<file path="config.mk">
export PLATFORM = sky130hd
export DESIGN_NAME = fba_ctrl
export DESIGN_NICKNAME = d
export VERILOG_FILES = /design/src/design/fba_pkg.sv /design/src/design/fba_ctrl.sv
export VERILOG_INCLUDE_DIRS = /design/src /design/src/design
export SDC_FILE = /design/constraint.sdc
export NUM_CORES = 1
export LEC_CHECK = 0
export ABC_CLOCK_PERIOD_IN_PS = 1950
export BUFFER_PORTS_ARGS = -buffer_cell sky130_fd_sc_hd__buf_2
export CAP_MARGIN = 20
export CORE_MARGIN = 2
export CORE_UTILIZATION = 47
export CTS_CLUSTER_DIAMETER = 30
export DETAILED_ROUTE_END_ITERATION = 8
export MAX_ROUTING_LAYER = met4
export PLACE_DENSITY = 0.91
export SYNTH_ARGS = -nofsm -noshare
export SYNTH_HDL_FRONTEND = slang
export SYNTH_SLANG_ARGS = --single-unit
</file>
<file path="constraint.sdc">
create_clock -name clk -period 1.95 [get_ports clk]
set_input_delay 0.2925 -clock clk [delete_from_list [all_inputs] [get_ports clk]]
set_output_delay 0.2925 -clock clk [all_outputs]
set_load 0.1 [all_outputs]
</file>
<file path="src/design/flash_block_allocator_macros.svh">
// ----------------------------------------------------------------------------
// Flash block allocator assertion macros
// Shared concurrent assertion forms, clocked on clk and disabled in reset.
// ----------------------------------------------------------------------------
`ifndef FLASH_BLOCK_ALLOCATOR_MACROS_SVH
`define FLASH_BLOCK_ALLOCATOR_MACROS_SVH

// The consequent must hold in the same cycle as the antecedent.
`define FBA_ASSERT_NOW(label, ante, cons, msg) \
	label: assert property (@(posedge clk) disable iff (!arst_n) (ante) |-> (cons)) \
		else $error(msg);

// The consequent must hold in the cycle after the antecedent.
`define FBA_ASSERT_NEXT(label, ante, cons, msg) \
	label: assert property (@(posedge clk) disable iff (!arst_n) (ante) |=> (cons)) \
		else $error(msg);

`endif

</file>
<file path="src/design/fba_pkg.sv">
// ----------------------------------------------------------------------------
// Flash block allocator package
// Field widths, codes and the command and status bundles of the block.
// ----------------------------------------------------------------------------
`timescale 1ns / 1ps

package fba_pkg;

	localparam int ENTRIES_DEF = 512;
	localparam int POOLS_DEF   = 4;

	localparam int KIND_W = 3;
	localparam int POOL_W = 2;
	localparam int IDX_W  = 9;
	localparam int STAT_W = 3;
	localparam int BS_W   = 2;
	localparam int SRC_W  = 2;

	// Item kinds.
	localparam logic [KIND_W-1:0] K_ALLOC      = 3'd0;
	localparam logic [KIND_W-1:0] K_ERASE_RPLY = 3'd1;
	localparam logic [KIND_W-1:0] K_RELEASE    = 3'd2;
	localparam logic [KIND_W-1:0] K_QUERY      = 3'd3;
	localparam logic [KIND_W-1:0] K_SET_STATE  = 3'd4;
	localparam logic [KIND_W-1:0] K_SET_CURSOR = 3'd5;

	// Block states.
	localparam logic [BS_W-1:0] BS_FREE     = 2'd0;
	localparam logic [BS_W-1:0] BS_OPEN     = 2'd1;
	localparam logic [BS_W-1:0] BS_RESERVED = 2'd2;
	localparam logic [BS_W-1:0] BS_BAD      = 2'd3;

	// Result status codes.
	localparam logic [STAT_W-1:0] RES_GRANTED  = 3'd0;
	localparam logic [STAT_W-1:0] RES_ERASE    = 3'd1;
	localparam logic [STAT_W-1:0] RES_OUT      = 3'd2;
	localparam logic [STAT_W-1:0] RES_RELEASED = 3'd3;
	localparam logic [STAT_W-1:0] RES_RESV     = 3'd4;
	localparam logic [STAT_W-1:0] RES_NOTRESV  = 3'd5;
	localparam logic [STAT_W-1:0] RES_WRITTEN  = 3'd6;
	localparam logic [STAT_W-1:0] RES_REJECT   = 3'd7;

	// Where the pool and index of a result come from.
	localparam logic [SRC_W-1:0] SRC_ITEM    = 2'd0;
	localparam logic [SRC_W-1:0] SRC_PENDING = 2'd1;
	localparam logic [SRC_W-1:0] SRC_PROBE   = 2'd2;
	localparam logic [SRC_W-1:0] SRC_EMPTY   = 2'd3;

	typedef struct packed {
		logic              load_item;
		logic              clear_step;
		logic              erase_done;
		logic              walk_start;
		logic              item_write;
		logic              item_read;
		logic              probe_issue;
		logic              probe_grant;
		logic              probe_erase;
		logic              mod_start;
		logic              mod_step;
		logic              res_load;
		logic [STAT_W-1:0] res_status;
		logic [SRC_W-1:0]  res_src;
		logic              out_load;
	} cmd_t;

	typedef struct packed {
		logic [KIND_W-1:0] kind;
		logic              pool_ok;
		logic              idx_ok;
		logic              awaiting;
		logic              erase_ok;
		logic              probes_full;
		logic [BS_W-1:0]   rd_state;
		logic              mod_last;
		logic              clear_last;
	} stat_t;

endpackage

</file>
<file path="src/design/fba_ctrl.sv">
// ----------------------------------------------------------------------------
// Flash block allocator controller
// Sequences decode, pool walks, the cursor reduction and result hand-off.
// ----------------------------------------------------------------------------
`timescale 1ns / 1ps
`include "flash_block_allocator_macros.svh"

module fba_ctrl (
	input  logic          clk,
	input  logic          arst_n,
	input  logic          in_valid,
	output logic          in_ready,
	output logic          out_valid,
	input  logic          out_ready,
	input  fba_pkg::stat_t stat,
	output fba_pkg::cmd_t  cmd
);
	import fba_pkg::*;

	localparam logic [2:0] S_CLEAR     = 3'd0;
	localparam logic [2:0] S_IDLE      = 3'd1;
	localparam logic [2:0] S_DECODE    = 3'd2;
	localparam logic [2:0] S_PROBE_RD  = 3'd3;
	localparam logic [2:0] S_PROBE_CHK = 3'd4;
	localparam logic [2:0] S_QUERY     = 3'd5;
	localparam logic [2:0] S_MOD       = 3'd6;
	localparam logic [2:0] S_RESULT    = 3'd7;

	logic [2:0] state_q;
	logic [2:0] state_d;
	logic       out_valid_q;
	logic       out_free;

	assign out_free  = !out_valid_q || out_ready;
	assign in_ready  = (state_q == S_IDLE);
	assign out_valid = out_valid_q;

	always_comb begin
		cmd     = '0;
		state_d = state_q;
		case (state_q)
			S_CLEAR: begin
				cmd.clear_step = 1'b1;
				if (stat.clear_last) begin
					state_d = S_IDLE;
				end
			end
			S_IDLE: begin
				if (in_valid) begin
					cmd.load_item = 1'b1;
					state_d       = S_DECODE;
				end
			end
			S_DECODE: begin
				cmd.res_src    = SRC_ITEM;
				cmd.res_status = RES_REJECT;
				if (stat.kind == K_ERASE_RPLY) begin
					if (!stat.awaiting) begin
						cmd.res_load = 1'b1;
						state_d      = S_RESULT;
					end else begin
						cmd.erase_done = 1'b1;
						if (stat.erase_ok) begin
							cmd.res_load   = 1'b1;
							cmd.res_status = RES_GRANTED;
							cmd.res_src    = SRC_PENDING;
							state_d        = S_RESULT;
						end else begin
							state_d = S_PROBE_RD;
						end
					end
				end else if (!stat.pool_ok || stat.kind > K_SET_CURSOR) begin
					cmd.res_load = 1'b1;
					state_d      = S_RESULT;
				end else if (stat.kind == K_ALLOC) begin
					if (stat.awaiting) begin
						cmd.res_load = 1'b1;
						state_d      = S_RESULT;
					end else begin
						cmd.walk_start = 1'b1;
						state_d        = S_PROBE_RD;
					end
				end else if (stat.kind == K_SET_CURSOR) begin
					cmd.mod_start = 1'b1;
					state_d       = S_MOD;
				end else if (!stat.idx_ok) begin
					cmd.res_load = 1'b1;
					state_d      = S_RESULT;
				end else if (stat.kind == K_QUERY) begin
					cmd.item_read = 1'b1;
					state_d       = S_QUERY;
				end else begin
					cmd.item_write = 1'b1;
					cmd.res_load   = 1'b1;
					cmd.res_status = (stat.kind == K_RELEASE) ? RES_RELEASED : RES_WRITTEN;
					state_d        = S_RESULT;
				end
			end
			S_PROBE_RD: begin
				if (stat.probes_full) begin
					cmd.res_load   = 1'b1;
					cmd.res_status = RES_OUT;
					cmd.res_src    = SRC_EMPTY;
					state_d        = S_RESULT;
				end else begin
					cmd.probe_issue = 1'b1;
					state_d         = S_PROBE_CHK;
				end
			end
			S_PROBE_CHK: begin
				cmd.res_src = SRC_PROBE;
				if (stat.rd_state == BS_OPEN) begin
					cmd.probe_grant = 1'b1;
					cmd.res_load    = 1'b1;
					cmd.res_status  = RES_GRANTED;
					state_d         = S_RESULT;
				end else if (stat.rd_state == BS_FREE) begin
					cmd.probe_erase = 1'b1;
					cmd.res_load    = 1'b1;
					cmd.res_status  = RES_ERASE;
					state_d         = S_RESULT;
				end else begin
					state_d = S_PROBE_RD;
				end
			end
			S_QUERY: begin
				cmd.res_load   = 1'b1;
				cmd.res_src    = SRC_ITEM;
				cmd.res_status = (stat.rd_state == BS_RESERVED) ? RES_RESV : RES_NOTRESV;
				state_d        = S_RESULT;
			end
			S_MOD: begin
				cmd.mod_step = 1'b1;
				if (stat.mod_last) begin
					cmd.res_load   = 1'b1;
					cmd.res_src    = SRC_ITEM;
					cmd.res_status = RES_WRITTEN;
					state_d        = S_RESULT;
				end
			end
			S_RESULT: begin
				if (out_free) begin
					cmd.out_load = 1'b1;
					state_d      = S_IDLE;
				end
			end
			default: begin
				state_d = S_IDLE;
			end
		endcase
	end

	always_ff @(posedge clk or negedge arst_n) begin
		if (!arst_n) begin
			state_q     <= S_CLEAR;
			out_valid_q <= 1'b0;
		end else begin
			state_q <= state_d;
			if (cmd.out_load) begin
				out_valid_q <= 1'b1;
			end else if (out_ready) begin
				out_valid_q <= 1'b0;
			end
		end
	end

	`FBA_ASSERT_NOW(a_load_only_when_free, cmd.out_load, !out_valid_q || out_ready, "result overwritten")
	`FBA_ASSERT_NEXT(a_accept_to_decode, in_valid && in_ready, state_q == S_DECODE, "accept lost")
	`FBA_ASSERT_NEXT(a_clear_only_once, state_q != S_CLEAR, state_q != S_CLEAR, "clear restarted")
	`FBA_ASSERT_NOW(a_valid_from_result, $rose(out_valid_q), $past(state_q) == S_RESULT, "stray result")

endmodule

</file>
==> results.md, run 1 <==
- Stop stage: clock tree synthesis (4_1_cts)
- Yosys top cell by area: dfrtp_1
- EDFF count, synth: 0
- Post-CTS Setup Bufs: 0
- Mapped Avg Cell Area: a little over 7 um2
- Mapped Area: a little under 700 um2
- Height of the die: between 40 and 50 um
- DP HPWL: about 2.3 mm
- Stop err: [ERROR DPL-0033] detailed placement checks failed during check placement.
- GP Congestion: slightly above 0.9
- Synth Area in Simple Gates: between 40% and 50%
- Starting Density: around half
- Yosys warning count: 0
- Outcome: stopped before the end
- Mux cell area share after synthesis: under 10%
- Prevailing post-synth register cell: dfrtp_1
- Asr flop ratio synth: 100%
- CTS root buf: clkbuf_4
- CTS Buffer Depth: 2
- Hold_buf cts: 1
- Post-synthesis adder-cell area fraction: 0%
- Die X: 41.9 um
- Synth Area in Compound Gates: between 20% and 30%
- Syn Nets: approximately 110
- Post-Syn Instances: 95
- Synth Register Bits: 4
- IO buf count: 35
- Row cnt: 13
- H-tree lvl count: 1
- Cts bufs inserted: 3
- Worst slack, placed: approximately 0.052 ns
- Sequential area share after synthesis: 14.8%
- Largest family of logic cells by synthesized area: simple AND/OR/NAND/NOR gates
- Yosys top cell area share: between 10 and 15%
- Xor and xnor area share after synthesis: 0%
- Post-CTS sizing: 8
- Top cells by area, synth: dfrtp_1, nand2_1, nor2_1, buf_6, nor2b_1
- I/O pin count: 36
- Post-synth cell types: 37
- Clock sink total: 4
logic make-up after synthesis:
| kind of cell | after synthesis |
|---|---|
| multiplexers | 2 |
| AO/OA/AOI/OAI | 23 |
| buffers and inverters | 10 |
| flip-flops | 4 |
| AND/OR/NAND/NOR | 56 |
synthesized netlist by cell type, types with 2 or more instances:
master	count
o21ai_0	4
a21oi_1	5
and3_1	3
inv_1	4
nor4_1	2
nand2_1	13
nor2_1	11
a21boi_0	2
mux2i_1	2
buf_4	2
nand2b_1	2
nor3_1	4
nand4_1	3
nand3_1	4
nor2b_1	5
o2bb2ai_1	2
and2b_1	2
buf_6	3
dfrtp_1	4
metrics by stage:
step / cell area (um2) / hold WS, ns / util [%] / std cells / setup TNS (ns)
after floorplan: 793 / -0.00309 / - / 95 / -1.78
after global placement: 1250 / 0.0942 / 94.8 / 143 / 0
after detailed placement: 1250 / 0.0971 / 94.8 / 143 / 0
==> run 2: changes to the inputs <==
--- a/config.mk
+++ b/config.mk
@@ -9,12 +9,10 @@
 export ABC_CLOCK_PERIOD_IN_PS = 1950
 export BUFFER_PORTS_ARGS = -buffer_cell sky130_fd_sc_hd__buf_2
 export CAP_MARGIN = 20
-export CORE_MARGIN = 2
-export CORE_UTILIZATION = 47
-export CTS_CLUSTER_DIAMETER = 30
+export CORE_AREA = 2 2 63 65
 export DETAILED_ROUTE_END_ITERATION = 8
-export MAX_ROUTING_LAYER = met4
-export PLACE_DENSITY = 0.91
+export DIE_AREA = 0 0 65 67
+export PLACE_DENSITY_LB_ADDON = 0.15
 export SYNTH_ARGS = -nofsm -noshare
 export SYNTH_HDL_FRONTEND = slang
 export SYNTH_SLANG_ARGS = --single-unit
==> results.md, run 2 <==
- Outcome: finished clean (was stopped before the end)
- IO buf count: 35 (unchanged)
- GP Congestion: 0.882 (was 0.906)
- Sw Share: 59.8%
- Leading cell type in the layout, fill and taps excluded: buf_12
- Max Freq: roughly 530 MHz
- Max reg flops: 3
- CTS Buffer Depth: 2 (unchanged)
- Unrepaired setup endpoints after global routing: false
- Clk pwr share: ~6.5%
- Post-synthesis adder-cell area fraction: 0% (unchanged)
- GRT Resource Usage Total: 11.2%
- Core area: 0.00361 mm2
- CTS tree: done
- Final non-filler cell total: between 150 and 200
- Sequential power share: slightly below 9%
- Clock sink total: 4 (unchanged)
- Synth Area in Compound Gates: 24.9% (unchanged)
- ANT nets after route: 0
- Final Skew: about 0.00094 ns
- Sequential area share after synthesis: 14.8% (unchanged)
- Nets: about 160
- Final setup vio count: 0
- Prevailing post-synth register cell: dfrtp_1 (unchanged)
- Maximum vdd drop: 0.00116 V
- Largest Register: state_q
- I/O pin count: 36 (unchanged)
- Core Util, Final: approximately two fifths
- Slew margin rel.: between 60 and 70%
- Period Utilization, post-route: a little over nine tenths
- Height of the die: 67 um (was 41.9 um)
- Mapped Avg Cell Area: 7.10 um2 (unchanged)
- Mux cell area share after synthesis: 2.97% (unchanged)
- EDFF count, synth: 0 (unchanged)
- Startpoint Class: flip-flop
- Die area: around 0.0044 mm2
- Worst hold path class: in2reg
- Post-synth cell types: 37 (unchanged)
- H-tree lvl count: 1 (unchanged)
- Met3 wire length: roughly 170 um
- WP data arrival: 1.58 ns
- Cell Count Post-Placement: 181 (was 143)
- Cell with the most instances after synthesis: nand2_1 (unchanged)
- Largest net degree at the start of global routing: 11
- Slew @ Worst Pin: between 0.4 and 0.5 ns
- CP required: 1.66 ns
- Crit-path max FO: 10
- Initial DRC count: 46
- Worst slack, placed: 0.157 ns (was 0.0517 ns)
- Final WS setup: just under 0.08 ns
- Row cnt: 22 (was 13)
- Syn Nets: 111 (unchanged)
- Max-cap viol count: 0
- Cts bufs inserted: 3 (unchanged)
- Synth Register Bits: 4 (unchanged)
- CTS root buf: clkbuf_8 (was clkbuf_4)
- Most frequent cells after synthesis: nand2_1, nor2_1, a21oi_1, nor2b_1 (unchanged)
- Combinational power share: 84.8%
- Post-Syn Instances: 95 (unchanged)
- Slew Viols, Final: 0
- Vias per inst: 4.58
- Post-CTS Setup Bufs: 0 (unchanged)
- Mapped Area: 674 um2 (unchanged)
- Vias in the first global route: ~810
- Layout cell share with drive strength beyond 1: about 49%
- DRC viols: 0
- PD cells: ~1900 mW/mm2
- Synth Area in Simple Gates: 47.1% (unchanged)
- Clock latency on the worst-skew pair: about 0.21 ns
- Yosys top cell area share: 14.8% (unchanged)
- ANT cells: 0
- Metal-1 WL: 986 um
- Met2 WL: between 1 and 1.5 mm
- Critical path type: reg2out
- Yosys warning count: 0 (unchanged)
- Setup crit end kind: output port
- Asr flop ratio synth: 100% (unchanged)
- Routed wire per std cell: between 10 and 15 um
- Top cells by area, synth: dfrtp_1, nand2_1, nor2_1, buf_6, nor2b_1 (unchanged)
- NetSw: between 1.5 and 2 mW
- Routed WL: about 2.3 mm
- DRT Pass-1 Iters: 4
- DP HPWL: 1.98 mm (was 2.32 mm)
- Reg clk slew, reported paths: approximately 0.030 ns
- Area growth syn-to-layout: 105%
- DR vias: 848
- First-pass GRT wire length: approximately 3.8 mm
- Initial antenna violation count: 0
- Top Layer Used: met3
- P_int: 1.06 mW
- Hold Fails Final Rpt: 0
- Fin crit period: approximately 1.9 ns
- Yosys top cell by area: dfrtp_1 (unchanged)
- Die X: 65 um (was 41.9 um)
- Most frequent cells in the layout: buf_12, buf_2, nand2_1, nor2_1, buf_4
- Overflow after GRT: 0
- Largest family of logic cells by synthesized area: simple AND/OR/NAND/NOR gates (unchanged)
- Xor and xnor area share after synthesis: 0% (unchanged)
- LEAKAGE: 0.581 nW
- Starting Density: 18.7% (was 51.2%)
-- run 2: cell counts after synthesis --
Identical to the previous run, type by type.
-- run 2: cell type report --
| type | count | area [um2] |
|---|---|---|
| Multi-Input combinational cell | 81 | 627 |
| Clock buffer | 3 | 41.3 |
| Inverter | 4 | 15.0 |
| Sequential cell | 4 | 103 |
| Tap cell | 48 | 60.1 |
| Fill cell | 376 | 2220 |
| Timing Repair Buffer | 45 | 538 |
-- run 2: routing by layer --
layer / track usage (%) / vias to the layer above
li1: - / 428
met1: 14.1 / 386
met2: 18.3 / 34
met3: 2.87 / 0
met4: 4.52 / 0
met5: 0 / -
-- run 2: timing repair --
item	CTS	global route
gates resized for setup	1	2
hold buffers	1	0
endpoints found under the hold margin	4	0
setup endpoints to repair	1	3
-- run 2: power groups by stage --
| stage | Clock (mW) | Sequential, mW | Combinational (mW) |
|---|---|---|---|
| CTS | 0.179 | 0.225 | 2.25 |
| global placement | 0 | 0.220 | 2.24 |
| detailed placement | 0 | 0.225 | 2.24 |
| finish | 0.172 | 0.228 | 2.23 |
| global route | 0.190 | 0.236 | 2.33 |
| floorplan | 0 | 0.230 | 1.54 |
-- run 2: critical path, stage by stage (launching register included) --
cell      delay (ns)
dfrtp_2         0.48
nor2_4          0.18
nand2_4         0.09
o21bai_4        0.20
o221ai_4        0.20
buf_12          0.20
-- run 2: kinds of logic (layout without fill, tap and decap cells) --
family | Yosys count | count (layout)
AOI/OAI and AO/OA | 23 | 23
buffers and inverters | 10 | 52
DFF | 4 | 4
muxes | 2 | 2
and+or+nand+nor | 56 | 56
-- run 2: worst paths after layout --
check	start	endpoint	slack (ns)	cells after the start
max in group asynchronous	arst_n	state_q[2]$_DFFE_PN0P_	1.41	2
worst max-delay path	state_q[2]$_DFFE_PN0P_	cmd[6]	0.08	5
min in group asynchronous	arst_n	out_valid$_DFFE_PN0P_	0.41	2
worst min register to register	out_valid$_DFFE_PN0P_	out_valid$_DFFE_PN0P_	0.61	2
worst min-delay path	out_ready	out_valid$_DFFE_PN0P_	0.30	2
worst max register to register	state_q[0]$_DFFE_PN0P_	state_q[0]$_DFFE_PN0P_	0.49	5
-- run 2: metrics by stage --
| stage | instance area, um2 | hold WS [ns] | power, mW | setup TNS [ns] |
|---|---|---|---|---|
| after floorplan | 793 | -0.00309 | 1.77 | -1.78 |
| after global placement | 1330 | 0.101 | 2.46 | 0 |
| after detailed placement | 1330 | 0.102 | 2.46 | 0 |
| after CTS | 1380 | 0.304 | 2.65 | 0 |
| after global routing | 1380 | 0.324 | 2.76 | 0 |
| final | 1380 | 0.297 | 2.63 | 0 |
Note: power is estimated with default switching activity, not from simulation.
